### config.mk
export PLATFORM = sky130hd
export DESIGN_NAME = base255_chunk_codec_top
export DESIGN_NICKNAME = d
export VERILOG_FILES = /design/src/sv/b255c_pkg.sv /design/src/sv/b255c_digit.sv /design/src/sv/base255_chunk_codec_top.sv
export SDC_FILE = /design/constraint.sdc
export NUM_CORES = 2
export LEC_CHECK = 0
export BUFFER_PORTS_ARGS = -buffer_cell sky130_fd_sc_hd__buf_2
export CELL_PAD_IN_SITES_DETAIL_PLACEMENT = 0
export CELL_PAD_IN_SITES_GLOBAL_PLACEMENT = 2
export CORE_MARGIN = 2
export CORE_UTILIZATION = 43
export CTS_CLUSTER_SIZE = 14
export DETAILED_ROUTE_END_ITERATION = 16
export PLACE_DENSITY = 0.86
export SYNTH_ARGS = -nofsm -noshare
export SYNTH_HDL_FRONTEND = slang
export SYNTH_SLANG_ARGS = --single-unit
export TNS_END_PERCENT = 100
### constraint.sdc
create_clock -name clk -period 6.9 [get_ports clk]
set_input_delay 1.035 -clock clk [delete_from_list [all_inputs] [get_ports clk]]
set_output_delay 1.035 -clock clk [all_outputs]
set_load 0.02 [all_outputs]
### src/sv/b255c_pkg.sv
// shared types and constants for the base-255 chunk codec
package b255c_pkg;

  // powers of 255, index i holds 255^i
  localparam logic [3:0][31:0] POW255 = {32'd16581375, 32'd65025, 32'd255, 32'd1};

  // floor(2^32 / 255^i) for i = 1..3, used as reciprocals for the quotient estimate; index 0 holds 0
  localparam logic [3:0][24:0] RECIP = {25'd259, 25'd66051, 25'd16843009, 25'd0};

  localparam logic [31:0] POW255_4  = 32'd4228250625;
  localparam logic [8:0]  DIGIT_CAP = 9'd254;

  localparam logic ACT_ENCODE = 1'b0;
  localparam logic ACT_DECODE = 1'b1;

  // one chunk travelling down the digit pipeline
  typedef struct packed {
    logic        valid;
    logic        action;
    logic        ovf;
    logic [31:0] rem;
    logic [23:0] acc;
    logic [31:0] dec_val;
  } lane_t;

endpackage

### src/sv/b255c_digit.sv
// one base-255 digit extraction, four register stages
module b255c_digit (
  input  logic                 clk,
  input  logic                 rst,
  input  logic [31:0]          divisor,
  input  logic [24:0]          recip,
  input  b255c_pkg::lane_t     lane_in,
  output b255c_pkg::lane_t     lane_out
);

  b255c_pkg::lane_t l1;
  b255c_pkg::lane_t l2;
  b255c_pkg::lane_t l3;
  b255c_pkg::lane_t lane_next;
  logic [8:0]       est1;
  logic [8:0]       est2;
  logic [31:0]      prod2;
  logic [8:0]       q3;
  logic [31:0]      r3;

  logic [56:0]      est_prod;
  logic [40:0]      qd_prod;
  logic [31:0]      diff;
  logic             ge;

  // quotient estimate, low by at most one
  assign est_prod = 57'(lane_in.rem) * 57'(recip);
  assign qd_prod  = 41'(est1) * 41'(divisor);

  // correction by one step
  assign diff = l2.rem - prod2;
  assign ge   = (diff >= divisor);

  // digit cap at the exact boundary
  always_comb begin
    lane_next = l3;
    if (q3 > b255c_pkg::DIGIT_CAP) begin
      lane_next.acc = {l3.acc[15:0], b255c_pkg::DIGIT_CAP[7:0]};
      lane_next.rem = r3 + divisor;
    end else begin
      lane_next.acc = {l3.acc[15:0], q3[7:0]};
      lane_next.rem = r3;
    end
  end

  always_ff @(posedge clk) begin
    l1       <= lane_in;
    est1     <= est_prod[40:32];
    l2       <= l1;
    est2     <= est1;
    prod2    <= qd_prod[31:0];
    l3       <= l2;
    q3       <= est2 + 9'(ge);
    r3       <= ge ? (diff - divisor) : diff;
    lane_out <= lane_next;
    if (rst) begin
      l1.valid       <= 1'b0;
      l2.valid       <= 1'b0;
      l3.valid       <= 1'b0;
      lane_out.valid <= 1'b0;
    end
  end

endmodule

### src/sv/base255_chunk_codec_top.sv
// top level of the base-255 chunk codec
// converts one 4-byte chunk per request between base 256 and base 255. a request
// is taken at every clock edge where start is high; busy is always low, so a new
// chunk may follow in every cycle. the result shows on result_word and
// overflow_out for exactly one cycle, marked by done, after the request has
// passed an input register, two stages for the overflow check and the decode
// sum, three digit units of four stages each (reciprocal multiply,
// back-multiply, one-step correction, digit cap) and an output register. the
// receiver cannot stall, and results leave in request order
module base255_chunk_codec_top (
  input  logic        clk,
  input  logic        rst,
  input  logic        start,
  output logic        busy,
  input  logic        action,
  input  logic [31:0] data_word,
  input  logic        overflow_in,
  output logic        done,
  output logic [31:0] result_word,
  output logic        overflow_out
);

  // input register
  logic        s0_valid;
  logic        s0_action;
  logic [31:0] s0_word;
  logic        s0_ovf_in;

  // overflow check and decode partial products
  logic        s1_valid;
  logic        s1_action;
  logic        s1_ovf;
  logic [31:0] s1_rem;
  logic [7:0]  s1_d0;
  logic [15:0] s1_p1;
  logic [23:0] s1_p2;
  logic [31:0] s1_p3;
  logic        s1_ovf_in;

  // decode partial sums
  logic        s2_valid;
  logic        s2_action;
  logic        s2_ovf;
  logic [31:0] s2_rem;
  logic [31:0] s2_sa;
  logic [31:0] s2_sb;

  logic                   enc_ovf;
  b255c_pkg::lane_t [3:0] chain;
  b255c_pkg::lane_t       fin;

  // the pipeline never holds off a request
  assign busy = 1'b0;

  // value above 255^4 has 255^4 taken off
  assign enc_ovf = (s0_word > b255c_pkg::POW255_4);

  always_ff @(posedge clk) begin
    s0_valid  <= start;
    s0_action <= action;
    s0_word   <= data_word;
    s0_ovf_in <= overflow_in;

    s1_valid  <= s0_valid;
    s1_action <= s0_action;
    s1_ovf    <= enc_ovf;
    s1_rem    <= enc_ovf ? (s0_word - b255c_pkg::POW255_4) : s0_word;
    s1_d0     <= s0_word[31:24];
    s1_p1     <= 16'(s0_word[23:16]) * b255c_pkg::POW255[1][15:0];
    s1_p2     <= 24'(s0_word[15:8]) * b255c_pkg::POW255[2][23:0];
    s1_p3     <= 32'(s0_word[7:0]) * b255c_pkg::POW255[3];
    s1_ovf_in <= s0_ovf_in;

    s2_valid  <= s1_valid;
    s2_action <= s1_action;
    s2_ovf    <= s1_ovf;
    s2_rem    <= s1_rem;
    s2_sa     <= s1_p3 + 32'(s1_p2);
    // sum wraps to 32 bits on purpose
    s2_sb     <= 32'(s1_p1) + 32'(s1_d0) + (s1_ovf_in ? b255c_pkg::POW255_4 : 32'd0);

    if (rst) begin
      s0_valid <= 1'b0;
      s1_valid <= 1'b0;
      s2_valid <= 1'b0;
    end
  end

  // lane entering the digit units carries the finished decode value alongside
  always_comb begin
    chain[0].valid   = s2_valid;
    chain[0].action  = s2_action;
    chain[0].ovf     = s2_ovf;
    chain[0].rem     = s2_rem;
    chain[0].acc     = 24'd0;
    chain[0].dec_val = s2_sa + s2_sb;
  end

  // digits 3, 2 and 1 in turn; what remains is digit 0
  for (genvar g = 0; g < 3; g++) begin : g_digit
    b255c_digit u_digit (
      .clk      (clk),
      .rst      (rst),
      .divisor  (b255c_pkg::POW255[3-g]),
      .recip    (b255c_pkg::RECIP[3-g]),
      .lane_in  (chain[g]),
      .lane_out (chain[g+1])
    );
  end

  assign fin = chain[3];

  // output register, acc holds digits 3, 2, 1 from high to low
  always_ff @(posedge clk) begin
    done <= fin.valid;
    if (fin.action == b255c_pkg::ACT_DECODE) begin
      result_word  <= fin.dec_val;
      overflow_out <= 1'b0;
    end else begin
      result_word  <= {fin.rem[7:0], fin.acc[7:0], fin.acc[15:8], fin.acc[23:16]};
      overflow_out <= fin.ovf;
    end
    if (rst) begin
      done <= 1'b0;
    end
  end

endmodule
Word-level counts from Yosys, hierarchy flattened:

Cells that the tools add are included.

* output and inout bits: 35
* RAM bits: 0
* bits in read-only memories: 0
* memories: 0
* bits in latches: 0
* register bits after elaboration: 1369

* magnitude comparators: 7
* div/mod/pow operators: 0
* muxes and demuxes: 9
* add/sub/neg operators: 17
* shifts and indexed selects: 0
* $mul: 9
* reductions and logical operators: 0
* bitwise logic cells: 0
* equal/unequal tests: 0

Operator list (number)
* 2-to-1 mux 32 bit: 6
* 2-to-1 mux 56 bit: 2
* subtractor 32 bit: 3
* multiplier 32 x 17 -> 41 bit, second input constant: 1
* multiplier 32 x 25 -> 41 bit, second input constant: 1
* multiplier 32 x 9 -> 41 bit, second input constant: 1
* adder 17 x 32 -> 32 bit: 1
* adder 32 x 16 -> 32 bit, second input constant: 1
* adder 32 x 24 -> 32 bit: 1
* adder 32 x 24 -> 32 bit, second input constant: 1
* adder 32 bit: 1
* greater-or-equal comparator 32 x 16 -> 1 bit, second input constant: 1
* greater-or-equal comparator 32 x 24 -> 1 bit, second input constant: 1
* greater-or-equal comparator 32 x 8 -> 1 bit, second input constant: 1
* > comparator 32 bit, second input constant: 1
* multiplier 8 x 24 -> 32 bit, second input constant: 1
* multiplier 9 x 24 -> 32 bit, second input constant: 1
* subtractor 32 x 16 -> 32 bit, second input constant: 1
* subtractor 32 x 24 -> 32 bit, second input constant: 1
* subtractor 32 bit, second input constant: 1
* adder 9 x 1 -> 9 bit: 3
* > comparator 9 x 8 -> 1 bit, second input constant: 3
* multiplier 9 x 16 -> 25 bit, second input constant: 1
* multiplier 8 x 16 -> 24 bit, second input constant: 1
* 6 further kinds: 6

Longest topological paths before layout:

* word-level depth: 3
* mapped depth: 23
* gate-level depth less buffers: 22

By module:

From an unflattened synthesis, not the netlist that was laid out.

* cells, all modules: 14512
* area total of the unflattened synthesis: 137778.4 um2

Modules (own cells, without submodules)
* b255c_digit (g_digit[1].u_digit): cells each 4322, instances 1, area an instance 40603.9 um2
* b255c_digit (g_digit[2].u_digit): cells each 4313, instances 1, area an instance 40602.7 um2
* b255c_digit (g_digit[0].u_digit): cells each 4254, instances 1, area an instance 40226.1 um2
* base255_chunk_codec_top: cells each 1623, instances 1, area an instance 16345.7 um2

Worst setup path before layout:

Ideal clock, no wire load.

* path kind: register to register
* start point: register g_digit[0].u_digit.est1[6]
* end point: register g_digit[0].u_digit.prod2[31]
* data arrival time: 5.128 ns
* path slack: 1.700 ns
* cell stages (with the launch flop): 22
* path through: dfxtp_1 -> fa_1 -> inv_1 -> fa_1 -> inv_1 -> fa_1 -> inv_1 -> fa_1 -> inv_1 -> ha_1 -> a21o_1 -> a21o_1 -> a21o_1 -> o21ai_0 -> a21oi_1 -> a21o_1 -> o21a_1 -> a2111oi_0 -> nor2_1 -> o21a_1 -> nor2_1 -> xnor2_1

* cells in the longest elaborated chain, start to end: 1

RTL lines
* start: declaration: line b255c_digit.sv:15 `logic [8:0] est1;`
* start signal: assignment: line b255c_digit.sv:48 `est1 <= est_prod[40:32];`
* multiplier 9 x 24 -> 32 bit: line b255c_digit.sv:28 `assign qd_prod = 41'(est1) * 41'(divisor);`
* via g_digit[0].u_digit.qd_prod[31]: line b255c_digit.sv:22 `logic [40:0] qd_prod;`
* end signal: assignment: line b255c_digit.sv:51 `prod2 <= qd_prod[31:0];`
* end: declaration: line b255c_digit.sv:17 `logic [31:0] prod2;`

The timed path passes the listed nets, and every way through them passes these cells.
A chain may end at the register's enable or synchronous reset.

Final worst setup path:

* start point: register s0_word[5]
* end point: register s1_p3[29]

* cells in the longest elaborated chain, start to end: 1

RTL lines
* start: declaration: line base255_chunk_codec_top.sv:26 `logic [31:0] s0_word;`
* start signal: assignment: line base255_chunk_codec_top.sv:61 `s0_word <= data_word;`
* multiplier 8 x 24 -> 32 bit: line base255_chunk_codec_top.sv:71 `s1_p3 <= 32'(s0_word[7:0]) * b255c_pkg::POW255[3];`
* end signal: assignment: line base255_chunk_codec_top.sv:71
* end: declaration: line base255_chunk_codec_top.sv:37 `logic [31:0] s1_p3;`

No other way between the ends.

==> results.cfg <==
[status]
status = completed

[cts]
cts-resized-gates = 0
clk_latency_ns = 0.78
cts_setup_buffers = 0
cts_hold_buf = 0
clock-root-buffer = clkbuf_16
htree_levels = 4
clk_path_buf_depth = 3
path_clk_slew_ns = 0.06
cts_buffers = 138
clock-sinks = 1288
cts_tree = yes

[yosys]
ys_top_cells_by_count = 1288 x dfxtp_1, 895 x inv_1, 836 x ha_1, 309 x fa_1, 296 x xnor2_1
syn_inst = 5454
synth_flop_cell = dfxtp_1
ys_ff_latch = 1288
synth_seq_area_share_pct = 43.3
yosys.cell_types.count = 94
yosysTopAreaCell = dfxtp_1
yosysTopAreaCellShare_pct = 43.3
yosys_warnings = 0
syn-num-nets = 6636
synth_area_um2 = 59600
syn_avg_cell_area_um2 = 10.9
async_flop_share_pct = 0
synth_edf_count = 0
yosys-top-cells-area = dfxtp_1 43%, ha_1 18%, fa_1 10%
yosysMostFrequentCell = dfxtp_1

[final_layout]
post_route_cells_drive_above_1_share_pct = 7.07
area_growth_pct = 12.1
fin_util_pct = 48.6
fillers = 12500
nNetsFinal = 6805

[sta]
finalCriticalPeriod_ns = 5.87
fin_skew_ns = 0.0569
final.period_utilization_pct = 85.0
rsz0062_at_grt = no
drv_slew = 0
max_freq_mhz = 170
setup_viol = 0
hold_viol_final = 0
maxSlewHeadroom_pct = 32.5
worst_slew_pin_slew_ns = 1.01
fin_tns_setup_ns = 0

[min_path]
min_path_cells = 0
min_path_type = flop to flop

[die]
std_cell_rows = 136
start_util_pct = 43.4
die_y_um = 376
die-area_um2 = 142000
ioPinCount = 72
fp.dieW_um = 376
core_area_um2 = 137000

[worst_setup_path]
crit_path_end_kind = flop
ff2ff_setup_slack_ns = 1.03
worstSetupPathType = flop to flop
critPathRequiredTime_ns = 7.52
cp_max_fo = 8
worstPathArrival_ns = 6.48
worst_r2r_path_depth = 17
start_kind = flop

[global_routing]
grt_usage_pct = 17.2
first_global_vias = 36700
grt_pass1_wl_um = 194000
antenna_found_initial = 8
grt_max_degree = 34
overflow = 0

[placed_design]
hpwl_um = 94700
gp_congestion = 0.866
port_buffers = 70

[detailed_routing]
antenna_left = 0
vias = 35700
drt_iter0_markers = 1583
wl_per_cell_um = 15.7
drc = 0
drt-pass1-iter-count = 5
wl_um = 118000
avgViaCountPerCell = 4.74

[job]
max_cap_viol_count = 0
==> stage by stage <==
| step | hold WS (ns) | area (µm²) | setup WS, ns | cells |
|---|---|---|---|---|
| floorplan | 0.310 | 59600 | 1.70 | 5454 |
| finish | 0.276 | 66800 | 1.03 | 7523 |
| global route | 0.288 | 66800 | 0.574 | 7521 |
| detailed placement | 0.312 | 62000 | 1.10 | 7277 |
| global placement | 0.310 | 62000 | 1.19 | 7277 |
| CTS | 0.269 | 66800 | 1.05 | 7521 |
==> layout make-up <==
class                           instances  area [µm²]  area share, %
Multi-Input combinational cell       3224       30300           45.3
Sequential cell                      1288       25800           38.6
Clock buffer                          182        3870           5.79
Inverter                              895        3360           5.03
Tap cell                             1794        2240           3.36
Clock inverter                         62         878           1.31
Timing Repair Buffer                   76         395          0.592
Antenna cell                            2        5.00        0.00749
==> worst paths after layout <==
path	startpoint	to
hold reg to reg	g_digit[1].u_digit.l1[71]	g_digit[1].u_digit.l2[71]
setup / recovery	s0_word[5]	s1_p3[29]
hold / removal	g_digit[1].u_digit.l1[71]	g_digit[1].u_digit.l2[71]
setup reg to reg	s0_word[5]	s1_p3[29]
==> flip-flops by register name, summed over array words and instances, names as in the netlist, 16 cells and up <==
name                      cells
g_digit.u_digit.est1         27
g_digit.u_digit.est2         26
g_digit.u_digit.l1          225
g_digit.u_digit.l2          225
g_digit.u_digit.l3          129
g_digit.u_digit.lane_out    225
g_digit.u_digit.prod2        63
g_digit.u_digit.q3           27
g_digit.u_digit.r3           72
result_word                  32
s0_word                      32
s1_p1                        16
s1_p2                        22
s1_p3                        32
s1_rem                       32
s2_rem                       32
s2_sa                        32
s2_sb                        19
==> logic make-up (layout without fill, tap and decap cells) <==
group	after synthesis	count (layout)	share of synthesized area, %
flops	1288	1288	43.3
fa+ha+maj	1145	1145	27.9
buf+inv	942	1215	6.00
simple gates	864	864	7.46
compound gates	724	724	7.96
xor+xnor	441	441	6.48
mux	49	49	0.907
other cells	1	3	0.00629
==> routing by layer <==
metal  global-route usage, %  part of all wire, %
met2                    29.3                   47
met3                    2.62                  3.4
met1                    22.7                   48
met4                    4.54                  2.2
met5                       0                    0
==> placed cells by master, fill, tap and decap left out, types with 49 or more instances in the layout <==
cell	Yosys	routed
o21ai_0	124	124
a21o_1	108	108
nand4_1	49	49
nor2b_1	62	62
nand3_1	82	82
buf_2	5	70
a21oi_1	218	218
fa_1	309	309
nand2_1	183	183
inv_1	895	895
nor2_1	190	190
ha_1	836	836
nor3_1	60	60
xnor2_1	296	296
clkbuf_16	0	138
dfxtp_1	1288	1287
xor2_1	145	145
==> critical path, cell delays in order, from the launching register on <==
cell	delay (ns)
dfxtp_1	0.43
fa_1	0.89
inv_1	0.12
fa_1	0.54
fa_1	0.53
inv_1	0.05
fa_1	0.45
ha_1	0.32
a21boi_0	0.24
o21ai_0	0.13
a21boi_0	0.36
o21ai_0	0.29
o311a_1	0.44
o31ai_1	0.41
a21o_1	0.21
a21o_1	0.12
a21oi_1	0.07
xnor2_1	0.12
Power is not shown: default switching activity piles up to over one toggle a cycle in this logic, so the estimate is an artifact.
